==> src/rtl/core/landmark_nearest_match_table_defines.svh <==
// Assertion macros shared by the landmark match table RTL.
`ifndef LANDMARK_NEAREST_MATCH_TABLE_DEFINES_SVH
`define LANDMARK_NEAREST_MATCH_TABLE_DEFINES_SVH
`ifndef SYNTH
`define LNM_ASSERT_IMPL(label, clk, rst_n, prop) \
    label: assert property (@(posedge clk) disable iff (!rst_n) prop) \
        else $error("assertion failed");
`define LNM_ASSERT_NEVER(label, clk, rst_n, expr) \
    label: assert property (@(posedge clk) disable iff (!rst_n) !(expr)) \
        else $error("forbidden condition");
`else
`define LNM_ASSERT_IMPL(label, clk, rst_n, prop)
`define LNM_ASSERT_NEVER(label, clk, rst_n, expr)
`endif
`endif

==> src/rtl/core/lnm_pkg.sv <==
// Shared types and constants of the landmark match table.
package lnm_pkg;
    localparam int MaxEntries = 64;
    localparam int CoordBits  = 20;
    localparam int IdxW       = $clog2(MaxEntries);
    localparam int CntW       = $clog2(MaxEntries + 1);
    localparam int DiffW      = CoordBits + 1;
    localparam int SqW        = 2 * DiffW;
    localparam int D2W        = SqW + 2;

    localparam logic [1:0] StMatched  = 2'd0;
    localparam logic [1:0] StAdded    = 2'd1;
    localparam logic [1:0] StRejected = 2'd2;
    localparam logic [1:0] StFull     = 2'd3;

    localparam logic [1:0] CfgSpacing   = 2'd0;
    localparam logic [1:0] CfgMatch     = 2'd1;
    localparam logic [1:0] CfgSmoothing = 2'd2;

    typedef enum logic [2:0] {
        S_IDLE, S_SCAN, S_DECIDE, S_RDWAIT, S_WRITE, S_OUT
    } t_state;

    typedef struct packed {
        logic [CoordBits-1:0] x;
        logic [CoordBits-1:0] y;
        logic [CoordBits-1:0] z;
        logic [10:0]          radius;
        logic                 known;
        logic [15:0]          vote;
    } t_entry;
endpackage

==> src/rtl/core/lnm_dist.sv <==
// Two-stage squared distance unit: squares, then sum.
module lnm_dist
    import lnm_pkg::*;
(
    input  logic                 i_clk,
    input  logic [CoordBits-1:0] i_ox,
    input  logic [CoordBits-1:0] i_oy,
    input  logic [CoordBits-1:0] i_oz,
    input  t_entry               i_ent,
    output logic [D2W-1:0]       o_d2
);
    logic [DiffW-1:0] dx, dy, dz, ax, ay, az;
    logic [SqW-1:0]   r_sx, r_sy, r_sz;
    logic [D2W-1:0]   r_d2;

    // Absolute differences of the sign-extended coordinates.
    always_comb begin
        dx = {i_ox[CoordBits-1], i_ox} - {i_ent.x[CoordBits-1], i_ent.x};
        dy = {i_oy[CoordBits-1], i_oy} - {i_ent.y[CoordBits-1], i_ent.y};
        dz = {i_oz[CoordBits-1], i_oz} - {i_ent.z[CoordBits-1], i_ent.z};
        ax = dx[DiffW-1] ? (~dx + 1'b1) : dx;
        ay = dy[DiffW-1] ? (~dy + 1'b1) : dy;
        az = dz[DiffW-1] ? (~dz + 1'b1) : dz;
    end

    // One multiplier per axis, registered before the sum.
    always_ff @(posedge i_clk) begin
        r_sx <= ax * ax;
        r_sy <= ay * ay;
        r_sz <= az * az;
        r_d2 <= D2W'(r_sx) + D2W'(r_sy) + D2W'(r_sz);
    end

    assign o_d2 = r_d2;
endmodule

==> config.mk <==
export PLATFORM = sky130hd
export DESIGN_NAME = lnm_dist
export DESIGN_NICKNAME = d
export VERILOG_FILES = /design/src/rtl/core/landmark_nearest_match_table_defines.svh /design/src/rtl/core/lnm_pkg.sv /design/src/rtl/core/lnm_dist.sv
export SDC_FILE = /design/constraint.sdc
export NUM_CORES = 2
export LEC_CHECK = 0
export BUFFER_PORTS_ARGS = -buffer_cell sky130_fd_sc_hd__buf_4
export CORE_UTILIZATION = 65
export CTS_CLUSTER_DIAMETER = 100
export DETAILED_ROUTE_END_ITERATION = 12
export HOLD_SLACK_MARGIN = 0.06
export PLACE_DENSITY = 0.83
export SLEW_MARGIN = 0
export SYNTH_ARGS = -nofsm -noshare
export SYNTH_HDL_FRONTEND = slang
export SYNTH_SLANG_ARGS = --single-unit
==> constraint.sdc <==
create_clock -name i_clk -period 30 [get_ports i_clk]
set_input_delay 1.5 -clock i_clk [delete_from_list [all_inputs] [get_ports i_clk]]
set_output_delay 1.5 -clock i_clk [all_outputs]
set_load 0.1 [all_outputs]
Yosys cells after proc, flatten, opt, wreduce, memory -nomap -nowiden
Cells that the tools add are included.

Muxes and demuxes: 3. Bitwise logic cells: 3. $mul: 3. Add/sub/neg operators: 8.

Operator list (count): $mul 21x21->42 (3); $add 21x1->21 const B (3); $mux 21 (3); $not 21->21 (3); $sub 20x20->21 (3); $add 43x42->44 (1); $add 42x42->43 (1).

Register bits after elaboration: 170.

Depth between registers and ports, before layout
Depth after elaboration: 5. Depth in mapped cells: 41. Depth with buffers taken out: 40.

Worst setup path after synthesis
No wires, ideal clock.

Path kind: input-to-reg. Start: input port i_oz[0]. End: register r_sz[41]. Arrival time: 11.027 ns. Stages on the path: 39. Setup slack: 18.853 ns. Library setup time: 0.120 ns. Data required time: 29.880 ns. Cells stage by stage: inv_1 -> ha_1 -> fa_1 -> nand2b_1 -> a211o_1 -> a21oi_1 -> o41ai_2 -> o21ai_0 -> o31a_1 -> buf_2 -> nor2_1 -> xnor2_1 -> inv_1 -> clkbuf_1 -> nand2_1 -> inv_1 -> fa_1 -> inv_1 -> (+3 left out) -> fa_1 -> inv_1 -> fa_1 -> fa_1 -> inv_1 -> fa_1 -> ha_1 -> a21o_1 -> a21o_1 -> a211o_1 -> a211oi_1 -> a2111oi_0 -> o41a_1 -> a221o_1 -> a21o_1 -> a211oi_1 -> o2bb2ai_1 -> xnor2_1.

Word-level cells in the longest chain between the ends: 5.

RTL lines: start, declared (line lnm_dist.sv:8) `input logic [CoordBits-1:0] i_oz,`; $sub 20x20->21 * (line lnm_dist.sv:20) `dz = {i_oz[CoordBits-1], i_oz} - {i_ent.z[CoordBits-1], i_ent.z};`; $not 21->21 (line lnm_dist.sv:23) `az = dz[DiffW-1] ? (~dz + 1'b1) : dz;`; $add 21x1->21 (line lnm_dist.sv:23); $mux 21 * (line lnm_dist.sv:23); $mul 21x21->42 * (line lnm_dist.sv:30) `r_sz <= az * az;`; end signal, assigned (line lnm_dist.sv:30); end, declared (line lnm_dist.sv:13) `logic [SqW-1:0] r_sx, r_sy, r_sz;`.

Mark *: on every way between the ends. The rest lies on a longest branch, timed or not.

Worst setup path after layout
Start: input port i_ox[0]. End: register r_sx[40].

Word-level cells in the longest chain between the ends: 5.

RTL lines: start, declared (line lnm_dist.sv:6) `input logic [CoordBits-1:0] i_ox,`; $sub 20x20->21 * (line lnm_dist.sv:18) `dx = {i_ox[CoordBits-1], i_ox} - {i_ent.x[CoordBits-1], i_ent.x};`; $not 21->21 (line lnm_dist.sv:21) `ax = dx[DiffW-1] ? (~dx + 1'b1) : dx;`; $add 21x1->21 (line lnm_dist.sv:21); $mux 21 * (line lnm_dist.sv:21); $mul 21x21->42 * (line lnm_dist.sv:28) `r_sx <= ax * ax;`; end signal, assigned (line lnm_dist.sv:28); end, declared (line lnm_dist.sv:13).

Marks and branches as above.

==> metrics.yaml <==
critical_path:
  cp_slowest_stage_delay_ps: 860
  cp.arrival_ps: 13180
  ff2ff_path_depth: 13
  required_ps: 30280
  rr_startpoint: "r_sz[9]"
  crit_family: "adder cells"
  crit_path_frequent_cell: "fa_1"
  reg2reg_to: "o_d2[36]"
  rrSetupSlack_ps: 25780
  start_kind: "input pin"
  crit_path_end_kind: "register"
  cp_slowest_cell: "xor2_1"
  path_max_fanout: 14
  path_class: "input pin to register"
  worstSetupStartpoint: "i_ox[0]"
  worst-path-buf-inv: 8
die:
  io_pins: 193
  rows: 98
  coreArea_um2: 71700
  fp.dieArea_um2: 73800
  start_util_pct: 65.9
  die_x_um: 272
  die_y_um: 272
cts:
  clk_pin_slew_ps: 70
  post_cts_buffers: 0
  ctsHtreeMaxLevel: 4
  cts_root_buf: "clkbuf_16"
  cts_buffers: 17
  clockBufferDepth: 2
  postCtsResizedCells: 0
  hold_buffers: 0
  clkLatencyLatePin_ps: 450
  cts_tree: "yes"
  cts_sinks: 167
route:
  wire_per_inst_um: 17.8
  first_pass_iters: 6
  totalWireLength_um: 113000
  vias: 35800
  post_drt_via_cell_ratio: 5.66
  ant_nets: 0
  drt_first_iter_violations: 2610
  drcViolationCount: 0
timing:
  finalCriticalPeriod_ps: 12900
  max_freq_ghz: 0.0775
  tightest_slew_ps: 1120
  maxSlewHeadroom_pct: 25.0
  rsz0062_at_grt: "no"
  finalWorstSetupSlack_ps: 17100
  final.period_utilization_pct: 43.0
  slew_viol_final: 0
  skew_ps: 14.1
  hold_viol: 0
  finalSetupTns_ps: 0
  setup_viol: 0
synthesis:
  async_reset_ff_share_pct: 0
  synth.distinct_cells: 104
  ys_seq_area_share_pct: 7.07
  synth_edf_count: 0
  syn_area_per_cell_um2: 9.10
  synth_top_family_by_area: "adder cells"
  synth_xor_area_share_pct: 5.21
  synth-simple-area-share_pct: 11.0
  yosysWarnings: 0
  synth-main-ff-cell: "dfxtp_1"
  synth_compound_area_share_pct: 9.24
  synth_area_um2: 47300
  synth_mux_area_share_pct: 0.132
  synthCells: 5199
  synthAdderAreaFrac_pct: 55.8
  ys_ff_latch: 167
run:
  drv_cap: 0
placement:
  gp_congestion: 0.954
  place_ws_ps: 16870
  io_buffers: 164
  dp.final_hpwl_um: 94600
grt:
  antenna_found_initial: 1
  grt_pass1_wl_um: 190000
  grt_max_degree: 27
  grt_pass1_vias: 38800
  track_usage_pct: 32.3
  grt_remaining_overflow: 0
finish:
  drive_above_1_share_pct: 6.28
  areaGrowthSynthToFinish_pct: 6.61
  fin_nets: 7038
  fill_cells: 5318
  antenna_cells: 0
min_path:
  whs_endpoint: "o_d2[0]"
  worstHoldStart: "r_sx[0]"
  worst_hold_path_type: "register to register"
  hold_depth: 3
outcome:
  status: "completed"
[layout by cell type (no fill, tap or decap), drive strengths merged, types with 20 or more instances in the layout]
cell type  Yosys  final
nor2         427    427
or2           31     31
inv         1306   1313
o21a          39     39
o21ai        106    106
nand4         20     20
a31oi         27     27
o21bai        25     25
nand2        405    405
a21oi        188    188
ha           546    546
nand2b        64     64
buf           39    210
nor3          43     43
xor2          88     88
nand3         52     52
dfxtp        167    167
fa           978    978
nor2b         23     23
and3          21     21
a211oi        20     20
conb           2     51
xnor2        184    184
a21o         108    108
[synthesized netlist by cell type, types with 51 or more instances]
library cell	count	area [um2]
o21ai_0	99	495
a21o_1	108	811
nor2_1	426	1600
clkbuf_1	73	274
ha_1	546	6830
fa_1	978	19600
inv_1	1296	4860
dfxtp_1	167	3340
nand3_1	51	255
nand2_1	402	1510
a21oi_1	187	936
nand2b_1	64	400
xor2_1	86	753
xnor2_1	175	1530
[per-layer routing]
metal	wire (um)	global-route usage [%]	up-vias	share of wire [%]
met2	55100	55.1	1554	49
met5	13	0	-	0.012
li1	-	-	16200	-
met3	10100	6.30	350	8.9
met4	5260	13.6	2	4.7
met1	42300	40.1	17700	38
[registers in the layout (all words and copies together), names as in the netlist]
signal,flops
r_sz,41
o_d2,44
r_sx,41
r_sy,41
[cell type report]
type	count	area [um2]	share of cell area (%)
clock inverters	14	184	0.365
flip-flops and latches	167	3340	6.63
clock buffers	18	429	0.851
inverters	1316	4950	9.82
repair buffers	210	1580	3.13
multi-input cells	3653	38700	76.9
well taps	950	1190	2.36
[how the worst max path moves through the flow]
stage               end  cells past startpoint  slack [ps]
4_1_cts        r_sz[41]                     36       17310
5_1_grt        r_sx[40]                     38       16560
3_5_place_dp   r_sz[41]                     36       16870
3_3_place_gp   r_sz[41]                     36       17020
2_1_floorplan  r_sz[41]                     39       18850
6_report       r_sx[40]                     38       17100
[stage by stage]
step | utilization [%] | std cells | hold slack, ps | area [um2]
4_1_cts | 70.3 | 6328 | 607 | 50400
5_1_grt | 70.3 | 6328 | 645 | 50400
3_3_place_gp | 69.4 | 6296 | 577 | 49800
2_1_floorplan | - | 5248 | 549 | 47500
3_5_place_dp | 69.4 | 6296 | 597 | 49800
6_report | 70.3 | 6328 | 605 | 50400
[cell families (layout without fill, tap and decap cells)]
logic type	Yosys count	count (layout)
AOI/OAI and AO/OA	647	647
xor gates and xnor gates	272	272
adders and majority gates	1524	1524
buffers and inverters	1428	1558
DFF	167	167
muxes	6	6
other	2	51
and+or+nand+nor	1153	1153
[tightest hold or removal path: stages, from the launching register on]
cell and delay, ps:
dfxtp_1 300, inv_1 70, fa_1 160, inv_1 30
Power is left out: the tool's default activity adds up to more than one toggle a clock period on the data nets, which glitch-free logic cannot reach.
